--- src/intra_dct_quant_dequant_top_assert.svh ---
// ----------------------------------------------------------------------------
// Assertion macros for the intra DCT quantiser/dequantiser
// Clocked on clk, disabled while arst_n is low.
// ----------------------------------------------------------------------------
`ifndef INTRA_DCT_QUANT_DEQUANT_TOP_ASSERT_SVH
`define INTRA_DCT_QUANT_DEQUANT_TOP_ASSERT_SVH

// Consequent checked in the same cycle as the antecedent.
`define IQD_ASSERT_NOW(label, ante, cons, msg) \
	label: assert property (@(posedge clk) disable iff (!arst_n) (ante) |-> (cons)) \
		else $error(msg);

// Consequent checked in the cycle after the antecedent.
`define IQD_ASSERT_NEXT(label, ante, cons, msg) \
	label: assert property (@(posedge clk) disable iff (!arst_n) (ante) |=> (cons)) \
		else $error(msg);

`endif

--- src/iqd_pkg.sv ---
// ----------------------------------------------------------------------------
// iqd_pkg
// Stage payload types and the reciprocal table of the quantiser pipeline.
// ----------------------------------------------------------------------------
package iqd_pkg;

	localparam int CoefW  = 12;
	localparam int QuantW = 5;
	localparam int MulAW  = 17;
	localparam int MulBW  = 11;
	localparam int ProdW  = MulAW + MulBW;
	localparam int RecipShift = 16;

	localparam logic ActQuant   = 1'b0;
	localparam logic ActDequant = 1'b1;

	// floor(2^16 / q); entry 0 is never used (a zero step is forced to 1)
	localparam logic [MulAW-1:0] RecipTable [32] = '{
		17'd65536, 17'd65536, 17'd32768, 17'd21845,
		17'd16384, 17'd13107, 17'd10922, 17'd9362,
		17'd8192,  17'd7281,  17'd6553,  17'd5957,
		17'd5461,  17'd5041,  17'd4681,  17'd4369,
		17'd4096,  17'd3855,  17'd3640,  17'd3449,
		17'd3276,  17'd3120,  17'd2978,  17'd2849,
		17'd2730,  17'd2621,  17'd2520,  17'd2427,
		17'd2340,  17'd2259,  17'd2184,  17'd2114
	};

	typedef struct packed {
		logic              action;
		logic              is_dc;
		logic              neg;
		logic [CoefW-1:0]  mag;
		logic [QuantW-1:0] q;
		logic [MulAW-1:0]  mul_a;
		logic [MulBW-1:0]  mul_b;
	} s1_t;

	typedef struct packed {
		logic              action;
		logic              is_dc;
		logic              neg;
		logic [CoefW-1:0]  mag;
		logic [QuantW-1:0] q;
		logic [ProdW-1:0]  prod;
	} s2_t;

	typedef struct packed {
		logic             action;
		logic             is_dc;
		logic             neg;
		logic [CoefW-1:0] mag;
		logic [MulAW-1:0] val;
	} s3_t;

endpackage

--- src/iqd_decode.sv ---
// ----------------------------------------------------------------------------
// iqd_decode
// Stage 1: sign/magnitude split, step fix-up and multiplier operand select.
// ----------------------------------------------------------------------------
module iqd_decode (
	input  logic                        clk,
	input  logic                        arst_n,
	input  logic                        in_valid,
	output logic                        in_ready,
	input  logic                        action,
	input  logic                        is_dc,
	input  logic signed [11:0]          coefficient,
	input  logic [4:0]                  quant_step,
	output logic                        valid_s1,
	input  logic                        ready_nxt,
	output iqd_pkg::s1_t                data_s1
);
	import iqd_pkg::*;

	logic              neg;
	logic [CoefW-1:0]  mag;
	logic [QuantW-1:0] q_eff;
	s1_t               nxt;

	assign neg   = coefficient[CoefW-1];
	assign mag   = neg ? (~coefficient + 1'b1) : coefficient;
	assign q_eff = (quant_step == '0) ? QuantW'(1) : quant_step;

	always_comb begin
		nxt.action = action;
		nxt.is_dc  = is_dc;
		nxt.neg    = neg;
		nxt.mag    = mag;
		nxt.q      = q_eff;
		if (action == ActDequant) begin
			nxt.mul_a = MulAW'({mag, 1'b1});
			nxt.mul_b = MulBW'(q_eff);
		end else begin
			nxt.mul_a = RecipTable[q_eff];
			nxt.mul_b = mag[CoefW-1:1];
		end
	end

	assign in_ready = !valid_s1 || ready_nxt;

	always_ff @(posedge clk or negedge arst_n) begin
		if (!arst_n) begin
			valid_s1 <= 1'b0;
		end else if (in_ready) begin
			valid_s1 <= in_valid;
		end
	end

	always_ff @(posedge clk) begin
		if (in_ready && in_valid) begin
			data_s1 <= nxt;
		end
	end

endmodule

--- src/iqd_mul.sv ---
// ----------------------------------------------------------------------------
// iqd_mul
// Stage 2: shared 17x11 multiplier (reciprocal or reconstruction product).
// ----------------------------------------------------------------------------
module iqd_mul (
	input  logic         clk,
	input  logic         arst_n,
	input  logic         valid_s1,
	output logic         ready_o,
	input  iqd_pkg::s1_t data_s1,
	output logic         valid_s2,
	input  logic         ready_nxt,
	output iqd_pkg::s2_t data_s2
);
	import iqd_pkg::*;

	s2_t nxt;

	always_comb begin
		nxt.action = data_s1.action;
		nxt.is_dc  = data_s1.is_dc;
		nxt.neg    = data_s1.neg;
		nxt.mag    = data_s1.mag;
		nxt.q      = data_s1.q;
		nxt.prod   = ProdW'(data_s1.mul_a) * ProdW'(data_s1.mul_b);
	end

	assign ready_o = !valid_s2 || ready_nxt;

	always_ff @(posedge clk or negedge arst_n) begin
		if (!arst_n) begin
			valid_s2 <= 1'b0;
		end else if (ready_o) begin
			valid_s2 <= valid_s1;
		end
	end

	always_ff @(posedge clk) begin
		if (ready_o && valid_s1) begin
			data_s2 <= nxt;
		end
	end

endmodule

--- src/iqd_divfix.sv ---
// ----------------------------------------------------------------------------
// iqd_divfix
// Stage 3: quotient correction for the forward path, even-step fix-up for
// the inverse path.
// ----------------------------------------------------------------------------
module iqd_divfix (
	input  logic         clk,
	input  logic         arst_n,
	input  logic         valid_s2,
	output logic         ready_o,
	input  iqd_pkg::s2_t data_s2,
	output logic         valid_s3,
	input  logic         ready_nxt,
	output iqd_pkg::s3_t data_s3
);
	import iqd_pkg::*;

	logic [MulBW-1:0] est;
	logic [15:0]      chk;
	logic [15:0]      rem;
	logic [MulBW:0]   quo;
	logic [MulAW-1:0] rec;
	s3_t              nxt;

	// estimate is the true quotient or one below it
	assign est = data_s2.prod[RecipShift +: MulBW];
	assign chk = 16'(est) * 16'(data_s2.q);
	assign rem = 16'(data_s2.mag[CoefW-1:1]) - chk;
	assign quo = (rem >= 16'(data_s2.q)) ? ((MulBW+1)'(est) + 1'b1) : (MulBW+1)'(est);

	// even step: drop one from the magnitude
	assign rec = data_s2.prod[MulAW-1:0] - MulAW'(!data_s2.q[0]);

	always_comb begin
		nxt.action = data_s2.action;
		nxt.is_dc  = data_s2.is_dc;
		nxt.neg    = data_s2.neg;
		nxt.mag    = data_s2.mag;
		nxt.val    = (data_s2.action == ActDequant) ? rec : MulAW'(quo);
	end

	assign ready_o = !valid_s3 || ready_nxt;

	always_ff @(posedge clk or negedge arst_n) begin
		if (!arst_n) begin
			valid_s3 <= 1'b0;
		end else if (ready_o) begin
			valid_s3 <= valid_s2;
		end
	end

	always_ff @(posedge clk) begin
		if (ready_o && valid_s2) begin
			data_s3 <= nxt;
		end
	end

endmodule

--- src/iqd_clamp.sv ---
// ----------------------------------------------------------------------------
// iqd_clamp
// Stage 4: DC paths, range clamps and sign restore into the output register.
// ----------------------------------------------------------------------------
`include "intra_dct_quant_dequant_top_assert.svh"

module iqd_clamp (
	input  logic               clk,
	input  logic               arst_n,
	input  logic               wide_ac,
	input  logic               valid_s3,
	output logic               ready_o,
	input  iqd_pkg::s3_t       data_s3,
	output logic               valid_s4,
	input  logic               ready_nxt,
	output logic signed [11:0] result_s4
);
	import iqd_pkg::*;

	logic [8:0]        dc_q;
	logic [CoefW:0]    lim;
	logic [CoefW:0]    ac_mag;
	logic [CoefW:0]    ac_neg;
	logic [CoefW-1:0]  nxt;

	assign dc_q = data_s3.mag[CoefW-1:3];

	always_comb begin
		if (data_s3.action == ActDequant) begin
			lim = data_s3.neg ? 13'd2048 : 13'd2047;
		end else if (wide_ac) begin
			lim = data_s3.neg ? 13'd1024 : 13'd1023;
		end else begin
			lim = 13'd127;
		end
	end

	assign ac_mag = (data_s3.val > MulAW'(lim)) ? lim : data_s3.val[CoefW:0];
	assign ac_neg = ~ac_mag + 1'b1;

	always_comb begin
		if (data_s3.action == ActQuant) begin
			if (data_s3.is_dc) begin
				if (data_s3.neg || dc_q == '0) begin
					nxt = 12'd1;
				end else if (dc_q > 9'd255) begin
					nxt = 12'd255;
				end else begin
					nxt = 12'(dc_q);
				end
			end else begin
				nxt = data_s3.neg ? ac_neg[CoefW-1:0] : ac_mag[CoefW-1:0];
			end
		end else begin
			if (data_s3.is_dc) begin
				if (data_s3.neg) begin
					nxt = 12'd0;
				end else if (data_s3.mag >= 12'd256) begin
					nxt = 12'd2047;
				end else begin
					nxt = {data_s3.mag[8:0], 3'b000};
				end
			end else if (data_s3.mag == '0) begin
				nxt = 12'd0;
			end else begin
				nxt = data_s3.neg ? ac_neg[CoefW-1:0] : ac_mag[CoefW-1:0];
			end
		end
	end

	assign ready_o = !valid_s4 || ready_nxt;

	always_ff @(posedge clk or negedge arst_n) begin
		if (!arst_n) begin
			valid_s4 <= 1'b0;
		end else if (ready_o) begin
			valid_s4 <= valid_s3;
		end
	end

	always_ff @(posedge clk) begin
		if (ready_o && valid_s3) begin
			result_s4 <= nxt;
		end
	end

	`IQD_ASSERT_NOW(a_quot_bound,
		valid_s3 && data_s3.action == ActQuant && !data_s3.is_dc,
		data_s3.val <= 17'd1024, "forward AC quotient above 1024")
	`IQD_ASSERT_NEXT(a_fwd_dc_range,
		valid_s3 && ready_o && data_s3.action == ActQuant && data_s3.is_dc,
		result_s4 >= 12'sd1 && result_s4 <= 12'sd255, "forward DC level outside 1..255")
	`IQD_ASSERT_NEXT(a_inv_dc_sign,
		valid_s3 && ready_o && data_s3.action == ActDequant && data_s3.is_dc,
		!result_s4[11], "reconstructed DC is negative")
	`IQD_ASSERT_NEXT(a_narrow_ac,
		valid_s3 && ready_o && data_s3.action == ActQuant && !data_s3.is_dc && !wide_ac,
		result_s4 >= -12'sd127 && result_s4 <= 12'sd127, "narrow AC level outside +-127")

endmodule

--- src/intra_dct_quant_dequant_top.sv ---
// ----------------------------------------------------------------------------
// intra_dct_quant_dequant_top
// H.263 intra quantiser / inverse quantiser, one coefficient per beat.
//
//   channel | direction | handshake             | payload
//   --------+-----------+-----------------------+----------------------------------
//   in      | input     | in_valid / in_ready   | action, is_dc, coefficient, quant_step
//   out     | output    | out_valid / out_ready | result_value
//   cfg     | input     | cfg_valid / cfg_ready | cfg_data (wide_ac_range)
//
// One beat per cycle is sustained while out_ready is high, set by the
// four register stages with one multiplier in stage 2.
// Reset clears the stage valid bits and wide_ac_range; no clearing pass.
// A stall on out backs up stage by stage: each stage takes a new beat when it
// is empty or its successor advances, so bubbles are filled during a stall.
// cfg_ready is always high; the register takes effect at the clamp stage.
// ----------------------------------------------------------------------------
module intra_dct_quant_dequant_top (
	input  logic               clk,
	input  logic               arst_n,
	// input coefficients / levels
	input  logic               in_valid,
	output logic               in_ready,
	input  logic               action,
	input  logic               is_dc,
	input  logic signed [11:0] coefficient,
	input  logic [4:0]         quant_step,
	// results
	output logic               out_valid,
	input  logic               out_ready,
	output logic signed [11:0] result_value,
	// configuration
	input  logic               cfg_valid,
	output logic               cfg_ready,
	input  logic               cfg_data
);
	import iqd_pkg::*;

	logic wide_ac_range_q;

	logic valid_s1, valid_s2, valid_s3;
	logic rdy_s2, rdy_s3, rdy_s4;
	s1_t  data_s1;
	s2_t  data_s2;
	s3_t  data_s3;

	// Configuration: always accept, hold the Annex T range select.
	assign cfg_ready = 1'b1;

	always_ff @(posedge clk or negedge arst_n) begin
		if (!arst_n) begin
			wide_ac_range_q <= 1'b0;
		end else if (cfg_valid && cfg_ready) begin
			wide_ac_range_q <= cfg_data;
		end
	end

	// Stage 1: split sign and magnitude, pick multiplier operands.
	iqd_decode u_decode (
		.clk         (clk),
		.arst_n      (arst_n),
		.in_valid    (in_valid),
		.in_ready    (in_ready),
		.action      (action),
		.is_dc       (is_dc),
		.coefficient (coefficient),
		.quant_step  (quant_step),
		.valid_s1    (valid_s1),
		.ready_nxt   (rdy_s2),
		.data_s1     (data_s1)
	);

	// Stage 2: reciprocal multiply (forward) or q*(2|L|+1) (inverse).
	iqd_mul u_mul (
		.clk       (clk),
		.arst_n    (arst_n),
		.valid_s1  (valid_s1),
		.ready_o   (rdy_s2),
		.data_s1   (data_s1),
		.valid_s2  (valid_s2),
		.ready_nxt (rdy_s3),
		.data_s2   (data_s2)
	);

	// Stage 3: correct the quotient estimate, apply the even-step adjust.
	iqd_divfix u_divfix (
		.clk       (clk),
		.arst_n    (arst_n),
		.valid_s2  (valid_s2),
		.ready_o   (rdy_s3),
		.data_s2   (data_s2),
		.valid_s3  (valid_s3),
		.ready_nxt (rdy_s4),
		.data_s3   (data_s3)
	);

	// Stage 4: DC handling, clamps and sign restore; doubles as output register.
	iqd_clamp u_clamp (
		.clk       (clk),
		.arst_n    (arst_n),
		.wide_ac   (wide_ac_range_q),
		.valid_s3  (valid_s3),
		.ready_o   (rdy_s4),
		.data_s3   (data_s3),
		.valid_s4  (out_valid),
		.ready_nxt (out_ready),
		.result_s4 (result_value)
	);

endmodule

--- config.mk ---
export PLATFORM = sky130hd
export DESIGN_NAME = intra_dct_quant_dequant_top
export DESIGN_NICKNAME = d
export VERILOG_FILES = /design/src/iqd_pkg.sv /design/src/iqd_decode.sv /design/src/iqd_mul.sv /design/src/iqd_divfix.sv /design/src/iqd_clamp.sv /design/src/intra_dct_quant_dequant_top.sv
export VERILOG_INCLUDE_DIRS = /design/src /design/src/src
export SDC_FILE = /design/constraint.sdc
export NUM_CORES = 1
export LEC_CHECK = 0
export BUFFER_PORTS_ARGS = -buffer_cell sky130_fd_sc_hd__buf_2
export CORE_MARGIN = 5
export CORE_UTILIZATION = 38
export DETAILED_ROUTE_END_ITERATION = 8
export SLEW_MARGIN = 20
export SYNTH_ARGS = -nofsm -noshare
export SYNTH_HDL_FRONTEND = slang
export SYNTH_SLANG_ARGS = --single-unit
export TNS_END_PERCENT = 5
--- constraint.sdc ---
create_clock -name clk -period 5.1 [get_ports clk]
set_input_delay 0.51 -clock clk [delete_from_list [all_inputs] [get_ports clk]]
set_output_delay 0.51 -clock clk [all_outputs]
set_load 0.02 [all_outputs]
# After elaboration in Yosys (flattened, before gate mapping)
# Memories as Yosys holds them, arrays and structs flattened.
# Index checks and enable logic that the tools add are counted.
[classes] addsub=5 n_mul=2 magnitude_cmp=5 n_mux=21 bitwise_logic=3 n_reduce_logical=17
[ops] cell="$mux 12" count=13
[ops] cell="$mux 17" count=2
[ops] cell="$mul 17x11->27" count=1
[ops] cell="$mux 13" count=2
[ops] cell="$add 12x1->12 const B" count=2
[ops] cell="$mux 24" count=1
[ops] cell="$not 12->12" count=2
[ops] cell="$gt 17x13->1" count=1
[ops] cell="$sub 17x1->17" count=1
[ops] cell="$ge 16x5->1" count=1
[ops] cell="$mul 11x5->16" count=1
[ops] cell="$sub 11x16->16" count=1
[ops] cell="$add 11x1->12 const B" count=1
[ops] cell="$ge 12x9->1 const B" count=1
[ops] cell="$logic_not 12->1" count=1
[ops] cell="$mux 11" count=1
[ops] cell="$gt 9x8->1 const B" count=1
[ops] cell="$logic_not 9->1" count=1
[ops] cell="$mux 9" count=1
[ops] cell="$ge 6x6->1 const B" count=1
[ops] cell="$not 5->6" count=1
[ops] cell="$logic_not 1->1" count=5
[ops] cell="$logic_not 5->1" count=1
[ops] cell="$logic_or 1x1->1" count=5
[ops] cell="2 further kinds" count=5
[word_totals] register_bits=144 rom_bits=544 input_bits=25 out_inout_bits=15 elab_cells=81 memories=1
[mem_list] name="(no name shown)" depth=32 word_bits=17 read_ports=1 rd_ports_with_merged_regs=0 write_ports=0 line="iqd_decode.sv:39" text="nxt.mul_a = RecipTable[q_eff];"

# Longest topological paths before layout
[logic_depth] word_depth=11 mapped_depth=22 ltp_nobuf=21

# Hierarchy
# From an unflattened synthesis, not the netlist that was laid out.
[hier_totals] cells_unflattened=1655 hier_area_um2=15826.4
[by_module_without_submodules] module="iqd_mul" n_inst=1 cells_each=763 area_each_um2=7521.0 seq_area_each_um2=1466.4
[by_module_without_submodules] module="iqd_divfix" n_inst=1 cells_each=456 area_each_um2=4092.7 seq_area_each_um2=985.9
[by_module_without_submodules] module="iqd_decode" n_inst=1 cells_each=242 area_each_um2=2622.5 seq_area_each_um2=1466.4
[by_module_without_submodules] module="iqd_clamp" n_inst=1 cells_each=190 area_each_um2=1539.0 seq_area_each_um2=385.4
[by_module_without_submodules] module="intra_dct_quant_dequant_top" n_inst=1 cells_each=4 area_each_um2=51.3 seq_area_each_um2=25.0

# Worst setup path after synthesis
# Ideal clock, no wire load.
[synth_timing] path_type="register to register" from="register, netlist name u_decode.data_s1[2]" to="register, netlist name u_mul.data_s2[26]" setup_time_ns=0.260 t_arrival_ns=5.390 t_required_ns=4.840 slack_ns=-0.550 path_stages_with_launch=21 n_path_buf=2 period_less_slack_ns=5.650 path_cell_list="edfxtp_1 clkbuf_1 clkbuf_1 nand2_1 fa_1 inv_1 fa_1 fa_1 fa_1 inv_1 fa_1 inv_1 ha_1 a21o_1 a21o_1 or3_1 o21ai_0 o211ai_1 a31o_2 a21oi_1 xnor2_1"

==> impl_metrics.sql <==
INSERT INTO impl_metrics (metric_group, metric, value, unit) VALUES
('route', 'wl_per_cell', '15.9', 'um'),
('placement', 'post_dp_cell_area', '17300', 'um2'),
('global_route', 'maximum_number_of_pins_on_one_net_before_global_route_repair', '49', ''),
('clock_network', 'cts.htree.levels', '4', ''),
('worst_setup_path', 'cpMaxStageDelayCell', 'sky130_fd_sc_hd__fa_1', ''),
('layout', 'design_area', '18200', 'um2'),
('route', 'antenna_violating_nets_left', '0', ''),
('min_path', 'cell_depth_of_the_worst_hold_path', '1', ''),
('min_path', 'hold-path-endpoint', 'u_decode.data_s1[46]', ''),
('worst_setup_path', 'timing.critical_path.mode_cell', 'sky130_fd_sc_hd__fa_1', ''),
('sta', 'setup_repair_after_global_routing_missed_its_margin', 'yes', ''),
('sta', 'timing.final.setup_violations', '18', ''),
('placement', 'io_buffers', '38', ''),
('global_route', 'grt_util_all_layers', '17.1', '%'),
('worst_setup_path', 'reg2regPathDepth', '17', ''),
('clock_network', 'cts.path.max_buffers', '2', ''),
('worst_setup_path', 'worst-endpoint-required', '5.27', 'ns'),
('synthesis', 'synth_simple_gate_area_share', '17.1', '%'),
('synthesis', 'synth_area_per_cell', '9.47', 'um2'),
('synthesis', 'post_synthesis_xor_xnor_area_fraction', '3.30', '%'),
('synthesis', 'synth_top_family_by_area', 'adder cells', ''),
('floorplan', 'initial_utilization', '38.6', '%'),
('run', 'max_cap_violations', '0', ''),
('synthesis', 'post_synthesis_sequential_element_count', '144', ''),
('clock_network', 'cts_inserted_buffers', '17', ''),
('layout', 'antenna_cells_inserted', '0', ''),
('run_status', 'status', 'finished, violations left', ''),
('layout', 'finalNetCount', '2097', ''),
('floorplan', 'floorplan.io_pins', '40', ''),
('route', 'route.vias.total', '11600', ''),
('min_path', 'min_from', 'is_dc', ''),
('synthesis', 'synth-adder-area-share', '31.4', '%'),
('route', 'detailedRoute.firstIterationViolations', '694', ''),
('placement', 'gp_congestion', '0.907', ''),
('placement', 'dp_hpwl', '30200', 'um'),
('worst_setup_path', 'worst_setup_path_start_kind', 'flip-flop', ''),
('synthesis', 'yosysWarnings', '0', ''),
('sta', 'fin_ws', '-0.255', 'ns'),
('worst_setup_path', 'timing.critical_path.fanout_max', '6', ''),
('floorplan', 'chipHeight', '211', 'um'),
('worst_setup_path', 'setup.worst_path.class', 'flip-flop to flip-flop', ''),
('clock_network', 'worst_skew_pair_latency', '0.43', 'ns'),
('synthesis', 'netlist_area', '15400', 'um2'),
('clock_network', 'ctsRootBufferMaster', 'sky130_fd_sc_hd__clkbuf_16', ''),
('synthesis', 'ys_seq_area_share', '27.9', '%'),
('global_route', 'grt_antenna_before_repair', '1', ''),
('worst_setup_path', 'r2r_slack', '-0.25', 'ns'),
('global_route', 'vias_in_the_first_global_route', '12100', ''),
('worst_setup_path', 'crit_path_end_kind', 'flip-flop', ''),
('sta', 'timing_max_transition_violations_final', '0', ''),
('synthesis', 'synth_top_cells_by_area', 'sky130_fd_sc_hd__edfxtp_1 (27%), sky130_fd_sc_hd__fa_1 (22%), sky130_fd_sc_hd__ha_1 (9.4%), sky130_fd_sc_hd__inv_1 (6.0%), sky130_fd_sc_hd__nand2_1 (5.1%)', ''),
('synthesis', 'muxShareOfSynthArea', '1.62', '%'),
('layout', 'fraction_of_final_layout_cells_with_drive_strength_greater_than_1', '17.8', '%'),
('clock_network', 'cts_tree', 'done', ''),
('layout', 'syn2layout_area_growth', '18.0', '%'),
('sta', 'worst_slew_pin_slew', '1.00', 'ns'),
('sta', 'fin_crit_sh', '105', '%'),
('run_status', 'violations_in_the_final_reports', 'negative setup slack', ''),
('synthesis', 'syn_nets', '1937', ''),
('sta', 'final_period_minus_worst_setup_slack', '5.35', 'ns'),
('sta', 'finClkSkew', '0.0146', 'ns'),
('route', 'detail_route.first_pass.iterations', '5', ''),
('worst_setup_path', 'path_buf_inv', '3', ''),
('floorplan', 'placementRows', '73', ''),
('worst_setup_path', 'crit_chain', 'buf_6, and2_1, fa_1, fa_1, fa_1, fa_1, inv_1, fa_1, inv_1, ha_1, or3_1, or3_1, o21ai_2, o211ai_1, a31o_2, a21oi_2, xnor2_1', ''),
('worst_setup_path', 'worst_path_dominant_cell_family', 'adder cells', ''),
('worst_setup_path', 'worstReg2RegEnd', 'u_mul.data_s2[26]', ''),
('layout', 'layout.cells.most_common', 'sky130_fd_sc_hd__inv_1', ''),
('global_route', 'grt_first_pass_wirelength', '61900', 'um'),
('synthesis', 'post-synth-top-area-fraction', '27.1', '%'),
('layout', 'highest_count_cells_in_the_layout_ignoring_fill_and_taps', 'sky130_fd_sc_hd__inv_1 (244), sky130_fd_sc_hd__nand2_1 (210), sky130_fd_sc_hd__buf_4 (176)', '');
worst max path at each step:
stage | from | slack [ns] | depth (start not counted) | end
finish | u_decode.data_s1[8] | -0.25 | 17 | u_mul.data_s2[26]
global route | u_decode.data_s1[8] | -0.48 | 17 | u_mul.data_s2[26]
CTS | u_decode.data_s1[5] | -0.28 | 19 | u_mul.data_s2[26]
detailed placement | u_decode.data_s1[22] | -0.42 | 19 | u_mul.data_s2[26]
global placement | u_decode.data_s1[17] | -0.31 | 19 | u_mul.data_s2[25]
floorplan | u_mul.data_s2[29] | -0.16 | 17 | u_divfix.data_s3[10]
area by class of cell:
cell class	count	area [um2]
Timing Repair Buffer	224	1630
Multi-Input combinational cell	1152	10100
Clock inverter	14	163
Inverter	248	931
Sequential cell	144	4300
Fill cell	3734	21700
Tap cell	525	657
Clock buffer	18	429
state kept, by name (all words and copies together) (netlist names):
name / cells
u_divfix.data_s3: 32
u_clamp.valid_s4: 1
u_mul.data_s2: 47
u_clamp.result_s4: 12
u_decode.valid_s1: 1
u_decode.data_s1: 48
u_mul.valid_s2: 1
u_divfix.valid_s3: 1
wide_ac_range_q: 1
repair_timing:
| item | in CTS | in global routing |
|---|---|---|
| endpoints found under the setup margin | 23 | 26 |
| setup buffers | 17 | 0 |
| resized for setup | 16 | 23 |
| endpoints found under the hold margin | 5 | 0 |
| pin swaps | 16 | 9 |
| hold buffers | 1 | 0 |
| cloned | 1 | 0 |
through the flow:
stage	util, %	setup WS, ns	std cells	hold WS (ns)
after global placement	43.3	-0.306	2274	0.337
after detailed placement	43.3	-0.418	2274	0.339
after floorplan	-	-0.160	1627	0.214
after CTS	45.3	-0.282	2325	0.243
final	45.6	-0.255	2325	0.262
after global routing	45.6	-0.478	2325	0.252
cell usage after synthesis (13+ instances only):
master,number
sky130_fd_sc_hd__a21o_1,13
sky130_fd_sc_hd__a21oi_1,62
sky130_fd_sc_hd__and2_1,105
sky130_fd_sc_hd__clkbuf_1,76
sky130_fd_sc_hd__edfxtp_1,139
sky130_fd_sc_hd__fa_1,169
sky130_fd_sc_hd__ha_1,116
sky130_fd_sc_hd__inv_1,247
sky130_fd_sc_hd__mux2i_1,13
sky130_fd_sc_hd__nand2_1,211
sky130_fd_sc_hd__nand2b_1,13
sky130_fd_sc_hd__nand3_1,21
sky130_fd_sc_hd__nor2_1,91
sky130_fd_sc_hd__nor2b_1,17
sky130_fd_sc_hd__nor3_1,18
sky130_fd_sc_hd__o21ai_0,55
sky130_fd_sc_hd__or3_1,20
sky130_fd_sc_hd__xnor2_1,40
sky130_fd_sc_hd__xor2_1,18
routing by layer:
| layer | vias up | track usage (%) | share of wire [%] |
|---|---|---|---|
| met1 | 5647 | 22.9 | 46 |
| met2 | 239 | 29.0 | 48 |
| met3 | 48 | 2.65 | 4.1 |
| met5 | - | 0 | 0 |
| met4 | 0 | 4.42 | 2.3 |
| li1 | 5693 | - | - |
cells by family after synthesis:
kind of cell	count (synthesis)
DFF	144
AOI/OAI and AO/OA	243
muxes	22
and+or+nand+nor	543
adders and majority gates	285
xor gates and xnor gates	58
buffers and inverters	331
other	1
Power is not shown: default switching activity piles up to over one toggle a cycle in this logic, so the estimate is an artifact.
